`src/rtl/sacf_pkg.sv`:
```
// ----------------------------------------------------------------------------
// SPI ADC command framer package
// Widths and the per-bit control bundle shared by the framer modules.
// ----------------------------------------------------------------------------
package sacf_pkg;

  localparam int WORD_W = 16;            // data and conversion word width
  localparam int CNT_W  = 4;             // bits_minus_one width
  localparam logic [WORD_W-1:0] CONV_RESET = 16'hFFFF;

  // One bit step handed to the protocol engine.
  typedef struct packed {
    logic step;    // handle one bit this cycle
    logic rx_bit;  // received bit
  } sacf_bit_ctrl_t;

endpackage

```
`src/rtl/sacf_bit_engine.sv`:
```
// ----------------------------------------------------------------------------
// SPI ADC command framer: bit engine
// Output shift register, start-bit command counter and pending conversion.
// ----------------------------------------------------------------------------
module sacf_bit_engine
  import sacf_pkg::*;
#(
  parameter int COMMAND_BITS = 8
) (
  input  logic              clk,
  input  logic              rst_n,
  input  logic              cfg_wr_en,
  input  logic [WORD_W-1:0] cfg_wr_data,
  input  sacf_bit_ctrl_t    ctrl,
  output logic              tx_bit
);

  localparam int CMD_CNT_W = $clog2(COMMAND_BITS);
  localparam logic [CMD_CNT_W-1:0] CMD_LAST  = CMD_CNT_W'(COMMAND_BITS - 1);
  localparam logic [CMD_CNT_W-1:0] CMD_FIRST = CMD_CNT_W'(1);

  logic [WORD_W-1:0]    conv_r,     conv_nxt;
  logic [WORD_W-1:0]    oshift_r,   oshift_nxt;
  logic [WORD_W-1:0]    pend_val_r, pend_val_nxt;
  logic                 pend_r,     pend_nxt;
  logic [CMD_CNT_W-1:0] cmd_cnt_r,  cmd_cnt_nxt;

  assign tx_bit = oshift_r[WORD_W-1];

  always_comb begin
    conv_nxt     = cfg_wr_en ? cfg_wr_data : conv_r;
    oshift_nxt   = oshift_r;
    pend_val_nxt = pend_val_r;
    pend_nxt     = pend_r;
    cmd_cnt_nxt  = cmd_cnt_r;
    if (ctrl.step) begin
      oshift_nxt = {oshift_r[WORD_W-2:0], 1'b0};
      if (cmd_cnt_r == '0) begin
        // idle: a one opens a command, pending value drops in
        if (ctrl.rx_bit) begin
          cmd_cnt_nxt = CMD_FIRST;
        end
        if (pend_r) begin
          pend_nxt   = 1'b0;
          oshift_nxt = pend_val_r;
        end
      end else if (cmd_cnt_r == CMD_LAST) begin
        cmd_cnt_nxt  = '0;
        pend_val_nxt = conv_r;
        pend_nxt     = 1'b1;
      end else begin
        cmd_cnt_nxt = cmd_cnt_r + CMD_FIRST;
      end
    end
  end

  always_ff @(posedge clk) begin
    if (!rst_n) begin
      conv_r     <= CONV_RESET;
      oshift_r   <= '0;
      pend_val_r <= '0;
      pend_r     <= 1'b0;
      cmd_cnt_r  <= '0;
    end else begin
      conv_r     <= conv_nxt;
      oshift_r   <= oshift_nxt;
      pend_val_r <= pend_val_nxt;
      pend_r     <= pend_nxt;
      cmd_cnt_r  <= cmd_cnt_nxt;
    end
  end

endmodule

```
`src/rtl/spi_adc_slave_command_framer_core.sv`:
```
// ----------------------------------------------------------------------------
// SPI ADC slave command framer core
// Bit-serial model of an SPI ADC slave that frames start-bit commands.
// ----------------------------------------------------------------------------
// Each input item is one SPI exchange of bits_minus_one+1 bits (1 to 16),
// taken MSB first from data_in. The core walks the exchange one bit per
// clock while not stalled: per bit it shifts one bit out of a 16-bit
// output register and feeds the received bit to the command framer. An
// item is first loaded, then its bits are handled in turn; the last bit
// waits only if the previous result is still held by out_stall. The
// result is presented in an output register, so a new item can
// be accepted while the result waits. Outside a
// command, zero bits are dropped and a one opens a COMMAND_BITS-bit
// command; the last command bit arms cfg_wr_data's stored value
// (conversion_result, reset 0xFFFF) to be loaded on the next idle bit.
// Write cfg only while the core is idle.
// ----------------------------------------------------------------------------
module spi_adc_slave_command_framer_core
  import sacf_pkg::*;
#(
  parameter int COMMAND_BITS = 8
) (
  input  logic              clk,
  input  logic              rst_n,
  // configuration
  input  logic              cfg_wr_en,
  input  logic [WORD_W-1:0] cfg_wr_data,
  // exchange in
  input  logic              in_valid,
  output logic              in_stall,
  input  logic [CNT_W-1:0]  in_bits_minus_one,
  input  logic [WORD_W-1:0] in_data_in,
  // bits out
  output logic              out_valid,
  input  logic              out_stall,
  output logic [WORD_W-1:0] out_data_out
);

  logic              busy_r,  busy_nxt;
  logic [CNT_W-1:0]  bit_r,   bit_nxt;     // index of the next bit to handle
  logic [WORD_W-1:0] data_r,  data_nxt;
  logic [WORD_W-1:0] res_r,   res_nxt;
  logic              oval_r,  oval_nxt;
  logic [WORD_W-1:0] odata_r, odata_nxt;

  logic           accept;
  logic           last_bit;
  logic           step;
  logic           tx_bit;
  sacf_bit_ctrl_t ctrl;

  assign in_stall     = busy_r;
  assign out_valid    = oval_r;
  assign out_data_out = odata_r;

  assign accept   = in_valid && !busy_r;
  assign last_bit = (bit_r == '0);
  // hold the final bit until the output register is free
  assign step     = busy_r && !(last_bit && oval_r && out_stall);

  assign ctrl = '{step: step, rx_bit: data_r[bit_r]};

  sacf_bit_engine #(
    .COMMAND_BITS (COMMAND_BITS)
  ) u_engine (
    .clk         (clk),
    .rst_n       (rst_n),
    .cfg_wr_en   (cfg_wr_en),
    .cfg_wr_data (cfg_wr_data),
    .ctrl        (ctrl),
    .tx_bit      (tx_bit)
  );

  always_comb begin
    busy_nxt  = busy_r;
    bit_nxt   = bit_r;
    data_nxt  = data_r;
    res_nxt   = res_r;
    oval_nxt  = oval_r && out_stall;
    odata_nxt = odata_r;
    if (accept) begin
      busy_nxt = 1'b1;
      bit_nxt  = in_bits_minus_one;
      data_nxt = in_data_in;
      res_nxt  = '0;
    end else if (step) begin
      // collect shifted-out bits, right aligned
      res_nxt = {res_r[WORD_W-2:0], tx_bit};
      if (last_bit) begin
        busy_nxt  = 1'b0;
        oval_nxt  = 1'b1;
        odata_nxt = {res_r[WORD_W-2:0], tx_bit};
      end else begin
        bit_nxt = bit_r - CNT_W'(1);
      end
    end
  end

  always_ff @(posedge clk) begin
    if (!rst_n) begin
      busy_r <= 1'b0;
      oval_r <= 1'b0;
    end else begin
      busy_r <= busy_nxt;
      oval_r <= oval_nxt;
    end
  end

  always_ff @(posedge clk) begin
    bit_r   <= bit_nxt;
    data_r  <= data_nxt;
    res_r   <= res_nxt;
    odata_r <= odata_nxt;
  end

endmodule

```
`config.mk`:
```
export PLATFORM = sky130hd
export DESIGN_NAME = spi_adc_slave_command_framer_core
export DESIGN_NICKNAME = d
export VERILOG_FILES = /design/src/rtl/sacf_pkg.sv /design/src/rtl/sacf_bit_engine.sv /design/src/rtl/spi_adc_slave_command_framer_core.sv
export SDC_FILE = /design/constraint.sdc
export NUM_CORES = 1
export LEC_CHECK = 0
export BUFFER_PORTS_ARGS = -buffer_cell sky130_fd_sc_hd__buf_2
export CAP_MARGIN = 20
export CORE_MARGIN = 2
export CORE_UTILIZATION = 25
export DETAILED_ROUTE_END_ITERATION = 12
export GPL_TIMING_DRIVEN = 1
export HOLD_SLACK_MARGIN = 0.02
export PLACE_DENSITY = 0.39
export SYNTH_ARGS = -nofsm -noshare
export SYNTH_HDL_FRONTEND = slang
export SYNTH_SLANG_ARGS = --single-unit
```
`constraint.sdc`:
```
create_clock -name clk -period 2.95 [get_ports clk]
set_input_delay 0.295 -clock clk [delete_from_list [all_inputs] [get_ports clk]]
set_output_delay 0.295 -clock clk [all_outputs]
set_load 0.02 [all_outputs]
```
## Word-level counts from Yosys, hierarchy flattened

Cells that the tools add are included.

| storage, ports and cells | value |
|---|---|
| bits in registers | 105 |
| input port bits | 41 |
| output and inout port bits | 18 |
| logic and storage cells | 55 |

| operators by class | value |
|---|---|
| $add $sub $neg | 2 |
| order comparisons | 1 |
| eq/ne operators | 3 |
| multiplexer cells | 18 |
| bitwise gates (word level) | 2 |
| reductions and logical operators | 18 |

Operators by type and width:

| operator | number |
|---|---|
| $mux W16 | 2 |
| $mux W4 | 3 |
| $mux W1 | 9 |
| $mux W3 | 3 |
| $reduce_and A2 Y1 | 4 |
| $reduce_and A3 Y1 | 2 |
| $reduce_bool A2 Y1 | 3 |
| $logic_and A1 B1 Y1 | 5 |
| $lt A4 B5 Y1 const B | 1 |
| $bmux W1 S4 | 1 |
| $logic_not A4 Y1 | 1 |
| $ne A2 B2 Y1 const B | 2 |
| $sub A4 B1 Y4 const B | 1 |
| $add A3 B1 Y3 const B | 1 |
| $eq A3 B3 Y1 const B | 1 |
| $logic_not A3 Y1 | 1 |
| $logic_not A1 Y1 | 2 |
| $not A1 Y1 | 2 |

## Depth between registers and ports, before layout

Gate-level depths: netlist (run 1).

| depth | value |
|---|---|
| depth in word-level cells | 7 |
| mapped depth | 9 |
| depth with buffers taken out | 7 |

## Cells and area by module

A second synthesis (run 1) with hierarchy kept.

| unflattened totals | value |
|---|---|
| cell total of the unflattened synthesis | 369 |
| area, all modules | 4176.5 sq um |

By module, submodules not included:

| module | times used | cells each | area an instance (sq um) | sequential area each (sq um) |
|---|---|---|---|---|
| sacf_bit_engine | 1 | 242 | 2187.1 | 1041.0 |
| spi_adc_slave_command_framer_core | 1 | 127 | 1989.4 | 1421.4 |

## Worst setup path before layout (run 1)

Ideal clock, no wire load.

| path | value |
|---|---|
| path kind | reg2reg |
| from | register bit_r[1] |
| to | register odata_r[0] (netlist: out_data_out[0]), enable pin |
| library setup time | 396 ps |
| arrival time | 1820 ps |
| data required time | 2554 ps |
| setup slack | 734 ps |
| cell stages (with the launch flop) | 6 |
| buffers on the path | 1 |
| period minus slack after synthesis | 2216 ps |
| cells stage by stage | edfxtp_1 > buf_4 > inv_1 > ha_1 > nand3_1 > a21oi_1 |

| between the ends | value |
|---|---|
| word-level cells in the longest chain between the ends | 6 |

RTL lines:

| what | RTL line | text |
|---|---|---|
| from (decl) | spi_adc_slave_command_framer_core.sv:40 | `logic [CNT_W-1:0] bit_r, bit_nxt;` |
| from (signal assigned) | spi_adc_slave_command_framer_core.sv:110 | `bit_r <= bit_nxt;` |
| $logic_not A4 Y1 (*) | spi_adc_slave_command_framer_core.sv:57 | `assign last_bit = (bit_r == '0);` |
| $logic_and A1 B1 Y1 (2 in series) | spi_adc_slave_command_framer_core.sv:59 | `assign step = busy_r && !(last_bit && oval_r && out_stall);` |
| $logic_not A1 Y1 | spi_adc_slave_command_framer_core.sv:59 |  |
| $logic_and A1 B1 Y1 | spi_adc_slave_command_framer_core.sv:59 |  |
| $reduce_and A3 Y1 (no source line) (*) | -- |  |
| to (signal assigned) | spi_adc_slave_command_framer_core.sv:113 | `odata_r <= odata_nxt;` |
| to (decl) | spi_adc_slave_command_framer_core.sv:44 | `logic [WORD_W-1:0] odata_r, odata_nxt;` |

Every way passes the cells marked *; elsewhere a longest branch is shown, timed or not.
A chain may end at the register's enable or synchronous reset.

## Final worst setup path (run 1)

| path | value |
|---|---|
| from | register bit_r[1] |
| to | register u_engine.pend_val_r[0] |

| between the ends | value |
|---|---|
| word-level cells in the longest chain between the ends | 6 |

RTL lines:

| what | RTL line | text |
|---|---|---|
| $logic_not A4 Y1 | spi_adc_slave_command_framer_core.sv:57 |  |
| $logic_and A1 B1 Y1 (2 in series) | spi_adc_slave_command_framer_core.sv:59 |  |
| $logic_not A1 Y1 | spi_adc_slave_command_framer_core.sv:59 |  |
| $logic_and A1 B1 Y1 | spi_adc_slave_command_framer_core.sv:59 |  |
| $reduce_and A3 Y1 (no source line) | -- |  |
| to (signal assigned) | sacf_bit_engine.sv:67 | `pend_val_r <= pend_val_nxt;` |
| to (decl) | sacf_bit_engine.sv:24 | `logic [WORD_W-1:0] pend_val_r, pend_val_nxt;` |

Every way passes these cells.

==> results of run 1 <==
==> worst max-delay path, delay by kind of cell (launching register included) <==
family	cells	cell delay, ns
AOI/OAI and AO/OA	2	0.40
adders and majority gates	1	0.26
buffers and inverters	1	0.08
DFF	1	0.56
and+or+nand+nor	2	0.68
==> placed cells by master, fill, tap and decap left out, types with 2 or more instances in the layout <==
cell type and count:
clkbuf_16 10, mux2i_1 17, nor3_1 2, o211a_1 15, buf_4 5, nor2_2 2, inv_8 2, o21ai_0 8
a21boi_1 10, nand2b_1 2, ha_1 4, xnor2_1 2, a21oi_1 16, nor2_1 4, o22ai_1 2, o221a_2 2
nand3_1 32, clkinv_4 2, inv_1 5, dfxtp_1 69, a21boi_0 8, nor2b_1 2, nand2_1 101, buf_2 58
edfxtp_1 36, mux2_2 4
==> sequential cells by signal, summed over array words and instances (netlist names), 3 cells and up <==
register,count
out_data_out,16
bit_r,4
data_r,16
u_engine.oshift_r,16
u_engine.conv_r,16
res_r,15
u_engine.pend_val_r,16
u_engine.cmd_cnt_r,3
==> layout make-up <==
type | instances | area share, %
Sequential cell | 105 | 50.26
Multi-Input combinational cell | 248 | 30.41
Timing Repair Buffer | 64 | 7.099
Tap cell | 216 | 5.516
Clock buffer | 10 | 5.107
Clock inverter | 6 | 1.149
Inverter | 6 | 0.4597
==> where the power goes <==
| group | internal [mW] | switching (mW) |
|---|---|---|
| sequential | 1.58 | 0.0651 |
| clock | 0.642 | 0.568 |
| combinational | 0.158 | 0.204 |
==> worst max-delay path by stage <==
| stage | slack (ns) | to |
|---|---|---|
| 4_1_cts | 0.79 | u_engine.pend_val_r[1] |
| 5_1_grt | 0.59 | u_engine.pend_val_r[1] |
| 3_5_place_dp | 0.80 | u_engine.pend_val_r[1] |
| 6_report | 0.89 | u_engine.pend_val_r[0] |
| 2_1_floorplan | 0.73 | out_data_out[0] |
| 3_3_place_gp | 0.87 | u_engine.pend_val_r[0] |
==> metal layers <==
layer,part of all wire (%),wire length (um)
met4,1.9,157
met5,0,0
met1,48,3852
met3,4.2,337
met2,46,3712
==> cell families after synthesis <==
family / count (synthesis) / share of synthesized area (%)
compound gates: 70 / 13.14
simple gates: 149 / 15.31
fa+ha+maj: 4 / 1.220
buf+inv: 34 / 3.812
xor+xnor: 2 / 0.4270
mux: 23 / 6.069
flops: 105 / 60.02
==> synth_stat cells <==
| master | count |
|---|---|
| a41oi_4 | 1 |
| a21boi_0 | 8 |
| nor2_1 | 4 |
| mux4_2 | 1 |
| nor3_1 | 2 |
| nand4_1 | 1 |
| a21boi_1 | 10 |
| o31a_1 | 1 |
| o31ai_2 | 1 |
| inv_2 | 1 |
| nor2_2 | 2 |
| a2111oi_0 | 1 |
| and3_1 | 1 |
| nor2b_1 | 3 |
| mux2_1 | 1 |
| clkbuf_1 | 16 |
| xnor2_1 | 2 |
| a21oi_1 | 17 |
| o22ai_1 | 2 |
| a221oi_1 | 1 |
| a221oi_2 | 1 |
| buf_4 | 3 |
| nand2_1 | 101 |
| edfxtp_1 | 36 |
| o21ai_0 | 9 |
| dfxtp_1 | 69 |
| buf_6 | 1 |
| o211a_1 | 15 |
| inv_1 | 5 |
| o21a_1 | 1 |
| mux2i_1 | 17 |
| nand3_1 | 32 |
| ha_1 | 4 |
| mux2_2 | 4 |
| or2b_1 | 1 |
| o221a_2 | 2 |
| buf_2 | 8 |
| nand2b_1 | 2 |
==> per-stage QoR <==
step / worst slack [ns] / hold slack, ns / total power [mW] / util [%] / instance area [sq um]
global placement: 0.8669 / 0.4210 / 2.044 / 28.81 / 4593
CTS: 0.7942 / 0.09155 / 3.286 / 30.73 / 4900
floorplan: 0.7343 / 0.3939 / 1.939 / - / 4103
global route: 0.5899 / 0.09357 / 3.399 / 30.73 / 4900
finish: 0.8873 / 0.1139 / 3.215 / 30.73 / 4900
detailed placement: 0.8014 / 0.4221 / 2.046 / 28.81 / 4593
==> flow_summary.json, run 1 <==
{
  "vias_per_cell": 4.269,
  "hp-class": "input port to register",
  "syn_area_per_cell_sq_um": 10.60,
  "fmax_ghz": 0.4848,
  "gr-usage-met2_pct": 15.36,
  "finalHoldViolCount": 0,
  "nFillCells": 1687,
  "clk_pin_slew_ns": 0.07,
  "antenna_cells": 0,
  "multi_input_area_sq_mm": 0.001490,
  "seqCellArea_sq_mm": 0.002462,
  "synthCells": 387,
  "wl_per_cell_um": 12.30,
  "grt_max_degree": 55,
  "synth_area_leaders": "dfxtp_1, edfxtp_1, nand2_1",
  "synth_top_area_share_pct": 33.67,
  "routed_wl_mm": 8.059,
  "grt_use_met3_pct": 3.191,
  "met1_usage_pct": 12.44,
  "crit_fanout": 16,
  "drv_slew": 0,
  "clkSinkCount": 105,
  "cts_max_level": 3,
  "rr_startpoint": "bit_r[1]",
  "maxCapViolCount": 0,
  "placed_cells_incl_taps": 639,
  "crit_start": "bit_r[1]",
  "ys_ff_latch": 105,
  "grt-busiest-layer": "met2",
  "area_growth_pct": 19.43,
  "nets": 479,
  "port_buffers": 58,
  "grt_pass1_wl_mm": 13.70,
  "status": "finished, final reports clean",
  "r2r_cells": 6,
  "start_util_pct": 25.73,
  "cts_resized": 0,
  "cts_buffer_depth": 2,
  "crit_arrival_ns": 2.34,
  "powerDensity_mw_per_mm2": 656.2,
  "synth.distinct_cells": 38,
  "hold_depth": 1,
  "period_minus_slack_ns": 2.063,
  "hold_end": "data_r[3]",
  "slowest_delay_ns": 0.58,
  "postCtsHoldBufs": 0,
  "critical_path_class": "register to register",
  "die-area_sq_mm": 0.01745,
  "slew_headroom_pct": 37.95,
  "skew_ns": 0.008169,
  "ir_worst_vdd_uv": 270.3,
  "io_pins": 59,
  "via_count": 2796,
  "seq_area_frac_synth_pct": 60.02,
  "antenna_found_initial": 0,
  "ctsRootBufferMaster": "clkbuf_16",
  "setup_viol": 0,
  "rows": 46,
  "rsz0062_at_grt": "no",
  "cts_tree": "yes",
  "critPathRequiredTime_ns": 3.23,
  "instances_no_fill": 655,
  "startpoint_type": "register",
  "hold_start": "in_data_in[3]",
  "drive_above_1_share_pct": 21.64,
  "die_h_um": 132.1,
  "period_share_pct": 69.92,
  "cp_slowest_cell": "and3_1",
  "drt_pass1_iterations": 4,
  "postCtsSetupBuffers": 0,
  "die_w_um": 132.1,
  "route.detailed.drc": 0,
  "dp_hpwl_mm": 5.343,
  "place_congestion": 0.6894,
  "rrSetupSlack_ns": 0.89,
  "ant_nets": 0,
  "grt_usage_pct": 9.865,
  "tightest_slew_ns": 0.9307,
  "p_leak_nw": 1.943,
  "synth_warnings": 0,
  "grt_pass1_vias": 2751,
  "coreArea_sq_mm": 0.01594,
  "clock_latency_ns": 0.36,
  "syn_area_sq_mm": 0.004103,
  "path_cells": "inv_1, ha_1, a41oi_4, and3_1, nand2_1, a21boi_0",
  "yosys.area.top_type": "dfxtp_1",
  "final.setup.tns_ns": 0,
  "reg2reg_to": "u_engine.pend_val_r[0]",
  "synth_nets": 432,
  "cp-end-kind": "register",
  "cts_buffers": 9,
  "grt_overflow": 0,
  "drt-initial-drc-count": 121
}
Note: power is estimated with default switching activity, not from simulation.
==> run 2: changes to the inputs <==
--- a/config.mk
+++ b/config.mk
@@ -12,7 +12,7 @@
 export DETAILED_ROUTE_END_ITERATION = 12
 export GPL_TIMING_DRIVEN = 1
 export HOLD_SLACK_MARGIN = 0.02
-export PLACE_DENSITY = 0.39
+export PLACE_DENSITY = 0.41
 export SYNTH_ARGS = -nofsm -noshare
 export SYNTH_HDL_FRONTEND = slang
 export SYNTH_SLANG_ARGS = --single-unit
==> constraint.sdc (replaced) <==
create_clock -name clk -period 1.8 [get_ports clk]
set_input_delay 0.18 -clock clk [delete_from_list [all_inputs] [get_ports clk]]
set_output_delay 0.18 -clock clk [all_outputs]
set_load 0.02 [all_outputs]
==> run 2 against run 1 <==
Non-clock buffer count rose by 34. Routed wire length rose by 4.0%. Critical path depth did not move. Total power rose by 67%. Die area did not move. Global-route usage rose by 0.53 points. Utilization rose by 2.1 points. Worst setup slack got worse by 0.81 ns. Critical endpoint is now u_engine.cmd_cnt_r[1].
==> flow_summary.json, run 2 (same netlist as run 1, synthesis figures left out) <==
{
  "p_int_mw": 3.921,
  "antenna_found_initial": 0,
  "grt_overflow": 0,
  "cp_num_buf_inv": 1,
  "die_w_um": 132.1,
  "critPathRequiredTime_ns": 2.10,
  "critical_path_class": "register to register",
  "tightest_slew_ns": 0.4997,
  "skew_ns": 0.008667,
  "p_seq_share_pct": 49.5,
  "crit_fanout": 9,
  "rows": 46,
  "clk_pin_slew_ns": 0.08,
  "seqCellArea_sq_mm": 0.002462,
  "grt_max_degree": 30,
  "drv_slew": 0,
  "route.detailed.drc": 0,
  "drive_above_1_share_pct": 24.52,
  "dp_hpwl_mm": 5.473,
  "placed_cells_incl_taps": 652,
  "via_count": 2914,
  "ctsRootBufferMaster": "clkbuf_16",
  "drt_pass1_iterations": 4,
  "finalHoldViolCount": 0,
  "io_pins": 59,
  "final_common_cell": "nand2_1",
  "cp-end-kind": "register",
  "instances_no_fill": 689,
  "fmax_ghz": 0.5817,
  "crit_arrival_ns": 2.02,
  "startpoint_type": "register",
  "cts_buffers": 9,
  "ir_worst_vdd_uv": 589.3,
  "maxCapViolCount": 0,
  "critPathTopFamily": "compound AO/OA/AOI/OAI gates",
  "slew_headroom_pct": 66.69,
  "cts_tree": "yes",
  "area_growth_pct": 27.57,
  "routed_wl_mm": 8.379,
  "period_minus_slack_ns": 1.719,
  "nFillCells": 1659,
  "cts_buffer_depth": 2,
  "grt_pass1_wl_mm": 14.51,
  "wl_per_cell_um": 12.16,
  "hp-class": "input port to register",
  "cp_slowest_cell": "edfxtp_1",
  "cts_max_level": 3,
  "clkSinkCount": 105,
  "port_buffers": 58,
  "clock_latency_ns": 0.36,
  "p_sw_mw": 1.433,
  "power_frac_comb_pct": 14.2,
  "nets": 513,
  "pre_cts_ws_ns": -0.06144,
  "clkPwrFrac_pct": 36.3,
  "grt_usage_pct": 10.39,
  "drt-initial-drc-count": 106,
  "path_cells": "buf_4, mux2_1, o21ai_1, nor3_2, a221oi_2, o221a_2",
  "setup_viol": 0,
  "slowest_delay_ns": 0.39,
  "p_leak_nw": 2.102,
  "status": "finished, final reports clean",
  "antenna_cells": 0,
  "die-area_sq_mm": 0.01745,
  "place_congestion": 0.7273,
  "start_util_pct": 25.73,
  "grt_pass1_vias": 2928,
  "vias_per_cell": 4.229,
  "rsz0062_at_grt": "no",
  "p_sw_share_pct": 26.76,
  "period_share_pct": 95.51,
  "fin_ws_ns": 0.08078,
  "multi_input_area_sq_mm": 0.001514,
  "coreArea_sq_mm": 0.01594,
  "final_cell_mix": "nand2_1, dfxtp_1, buf_2",
  "powerDensity_mw_per_mm2": 1023,
  "die_h_um": 132.1,
  "ant_nets": 0
}
## run 2: cell types whose count changed in the layout (fill, tap and decap cells not counted), moves of 2 or more
cell / previous run / this run
inv_6: 1 / 3
clkinv_4: 2 / 0
buf_12: 1 / 3
buf_4: 5 / 20
a21boi_0: 8 / 6
dlygate4sd3_1: 0 / 16
a21boi_1: 10 / 12
## run 2: final cells by class
type                    instances  area share [%]
clock buffers                   9           4.303
clock inverters                 7           1.291
inverters                       6          0.4303
multi-input cells             248           28.93
flip-flops and latches        105           47.05
well taps                     216           5.164
repair buffers                 98           12.84
## run 2: power by group through the flow
stage                     logic, mW  clock network [mW]  registers, mW
final                         0.758                1.94           2.65
after global routing          0.849                2.12           2.67
after CTS                     0.732                2.02           2.66
after detailed placement      0.695                   0           2.71
after global placement        0.689                   0           2.71
after floorplan               0.473                   0           2.71
## run 2: final timing paths
check | startpoint | to | slack, ns | depth (start not counted)
setup / recovery | bit_r[1] | u_engine.cmd_cnt_r[1] | 0.08 | 6
hold / removal | cfg_wr_data[0] | u_engine.conv_r[0] | 0.04 | 3
setup reg to reg | bit_r[1] | u_engine.cmd_cnt_r[1] | 0.08 | 6
hold reg to reg | res_r[14] | out_data_out[15] | 0.44 | 0
## run 2: worst min-delay path, delay by kind of cell
| family | cells | cell delay (ns) |
|---|---|---|
| simple gates | 1 | 0.06 |
| mux | 1 | 0.05 |
| buf+inv | 1 | 0.07 |
## run 2: metrics by stage
step | hold WS [ns] | util (%) | cell area, sq um | power (mW) | TNS, ns
final | 0.03525 | 32.83 | 5234 | 5.353 | 0
after global routing | 0.02430 | 32.83 | 5234 | 5.638 | 0
after CTS | 0.02286 | 32.50 | 5181 | 5.408 | 0
after detailed placement | 0.3581 | 29.63 | 4723 | 3.408 | -0.06144
after global placement | 0.3588 | 29.63 | 4723 | 3.400 | -0.03409
after floorplan | 0.2789 | - | 4114 | 3.180 | 0
## run 2: routing by layer
| metal | vias up | global-route usage, % | part of all wire (%) |
|---|---|---|---|
| li1 | 1508 | - | - |
| met5 | - | 0 | 0 |
| met4 | 0 | 3.261 | 0.97 |
| met3 | 10 | 3.806 | 4.1 |
| met1 | 1349 | 13.00 | 49 |
| met2 | 47 | 16.70 | 46 |
## run 2: repair_timing
action | 4_1_cts | 5_1_grt
hold buffers | 16 | 0
hold endpoints to repair | 16 | 0
endpoints found under the setup margin | 1 | 33
pin swaps | 0 | 1
setup buffers | 0 | 5
resized for setup | 1 | 7
==> run 3: changes to the inputs <==
--- a/config.mk
+++ b/config.mk
@@ -7,12 +7,14 @@
 export LEC_CHECK = 0
 export BUFFER_PORTS_ARGS = -buffer_cell sky130_fd_sc_hd__buf_2
 export CAP_MARGIN = 20
+export CORE_ASPECT_RATIO = 1.4
 export CORE_MARGIN = 2
 export CORE_UTILIZATION = 25
 export DETAILED_ROUTE_END_ITERATION = 12
 export GPL_TIMING_DRIVEN = 1
 export HOLD_SLACK_MARGIN = 0.02
 export PLACE_DENSITY = 0.41
+export SLEW_MARGIN = 10
 export SYNTH_ARGS = -nofsm -noshare
 export SYNTH_HDL_FRONTEND = slang
 export SYNTH_SLANG_ARGS = --single-unit
==> run 3 against run 2 <==
Via count grew 1.2%. Register-to-register slack lost 0.04 ns. Largest power group unchanged. Critical endpoint unchanged. Combinational power shrank 4.1%. Sequential share of layout area grew 0.68 points. Utilization shrank 0.79 points. Clock-buffer cell count grew 1.
==> flow_summary.json, run 3 (same netlist as run 1, synthesis figures left out) <==
{
  "status": "finished, final reports clean",
  "drv_slew": 0,
  "clock_latency_ns": 0.35,
  "die_w_um": 112.3,
  "critPathRequiredTime_ns": 2.05,
  "grt_pass1_wl_mm": 14.62,
  "ir_worst_vdd_uv": 472.2,
  "grt_overflow": 0,
  "placed_cells_incl_taps": 634,
  "drive_above_1_share_pct": 23.88,
  "tightest_slew_ns": 0.5021,
  "hold_depth": 3,
  "skew_ns": 0.01111,
  "final_cell_mix": "nand2_1, dfxtp_1, buf_2",
  "instances_no_fill": 668,
  "clk_pin_slew_ns": 0.07,
  "p_sw_mw": 1.391,
  "start_util_pct": 25.48,
  "cts_tree": "yes",
  "drt_pass1_iterations": 4,
  "rrSetupSlack_ns": 0.04,
  "placed_area_sq_mm": 0.004682,
  "p_total_mw": 5.269,
  "die-area_sq_mm": 0.01747,
  "wl_per_cell_um": 13.09,
  "clkSinkCount": 105,
  "final_common_cell": "nand2_1",
  "rsz0062_at_grt": "yes",
  "startpoint_type": "register",
  "cp-end-kind": "register",
  "slew_headroom_pct": 66.53,
  "grt_pass1_vias": 2922,
  "routed_wl_mm": 8.747,
  "drt-initial-drc-count": 171,
  "port_buffers": 58,
  "hold_start": "cfg_wr_data[14]",
  "place_congestion": 0.7193,
  "period_share_pct": 97.62,
  "setup_viol": 0,
  "p_leak_nw": 2.075,
  "r2r_cells": 6,
  "finalHoldViolCount": 0,
  "maxCapViolCount": 0,
  "p_seq_share_pct": 50.6,
  "ctsRootBufferMaster": "clkbuf_16",
  "hold_ws_ns": 0.03942,
  "crit_fanout": 7,
  "hp-class": "input port to register",
  "clkPwrFrac_pct": 35.6,
  "grt_max_degree": 22,
  "final_cell_area_sq_mm": 0.005159,
  "nets": 509,
  "rr_startpoint": "bit_r[0]",
  "via_count": 2948,
  "vias_per_cell": 4.413,
  "rows": 55,
  "power_frac_comb_pct": 13.8,
  "hold_end": "u_engine.conv_r[14]",
  "crit_arrival_ns": 2.00,
  "io_pins": 59,
  "period_minus_slack_ns": 1.757,
  "ant_nets": 0,
  "cts_max_level": 3,
  "cts_buffers": 9,
  "antenna_found_initial": 0,
  "grt_usage_pct": 10.56,
  "reg2reg_to": "u_engine.cmd_cnt_r[1]",
  "fmax_ghz": 0.5691,
  "powerDensity_mw_per_mm2": 1021,
  "antenna_cells": 0,
  "die_h_um": 155.6,
  "area_growth_pct": 25.74,
  "coreArea_sq_mm": 0.01610,
  "p_sw_share_pct": 26.40,
  "p_int_mw": 3.878,
  "route.detailed.drc": 0,
  "dp_hpwl_mm": 5.918,
  "cts_buffer_depth": 2,
  "critical_path_class": "register to register"
}
==> run 3: worst max-delay path by stage <==
stage	startpoint	to	slack [ns]
2_1_floorplan	in_stall	data_r[0]	0.01
3_3_place_gp	bit_r[0]	u_engine.cmd_cnt_r[1]	0.13
3_5_place_dp	bit_r[1]	u_engine.cmd_cnt_r[1]	0.08
4_1_cts	bit_r[1]	u_engine.cmd_cnt_r[1]	0.04
5_1_grt	bit_r[0]	u_engine.cmd_cnt_r[1]	-0.03
6_report	bit_r[0]	u_engine.cmd_cnt_r[1]	0.04
==> run 3: power by group through the flow <==
stage	clock, mW	sequential, mW	combinational, mW
final	1.87	2.67	0.727
after global routing	2.05	2.68	0.816
after CTS	1.96	2.67	0.692
after detailed placement	0	2.72	0.660
after global placement	0	2.72	0.647
after floorplan	0	2.71	0.473
==> run 3: what timing repair did <==
action                     in CTS  in global routing
hold buffers                   16                  0
gates resized for setup         0                  7
setup endpoints to repair       0                 13
buffers inserted                0                  2
hold endpoints to repair       16                  0
==> run 3: layout make-up <==
class / count / area [sq um]
Tap cell: 199 / 249.0
Timing Repair Buffer: 94 / 629.4
Inverter: 6 / 22.52
Multi-Input combinational cell: 248 / 1518
Sequential cell: 105 / 2462
Clock buffer: 10 / 229.0
Clock inverter: 6 / 48.80
Fill cell: 1724 / 10940
==> run 3: stage by stage <==
step	utilization (%)	setup TNS (ns)	worst slack, ns
floorplan	-	0	0.01219
global placement	29.08	0	0.1273
detailed placement	29.08	0	0.07599
CTS	31.79	0	0.03653
global route	32.04	-0.04385	-0.03454
finish	32.04	0	0.04291
==> run 3: worst max-delay path, stage by stage, from the launching register on <==
cell and delay (ns):
edfxtp_1 0.41, buf_6 0.15, mux4_2 0.34, nor2_2 0.04, o31ai_2 0.35, a221oi_2 0.10, o221a_2 0.27
==> run 3: routing by layer <==
layer | vias up | global-route usage [%] | part of all wire, %
met5 | - | 0 | 0
met4 | 0 | 4.181 | 1.3
met3 | 11 | 3.341 | 5.0
met1 | 1369 | 13.21 | 47
met2 | 59 | 16.95 | 47
li1 | 1509 | - | -
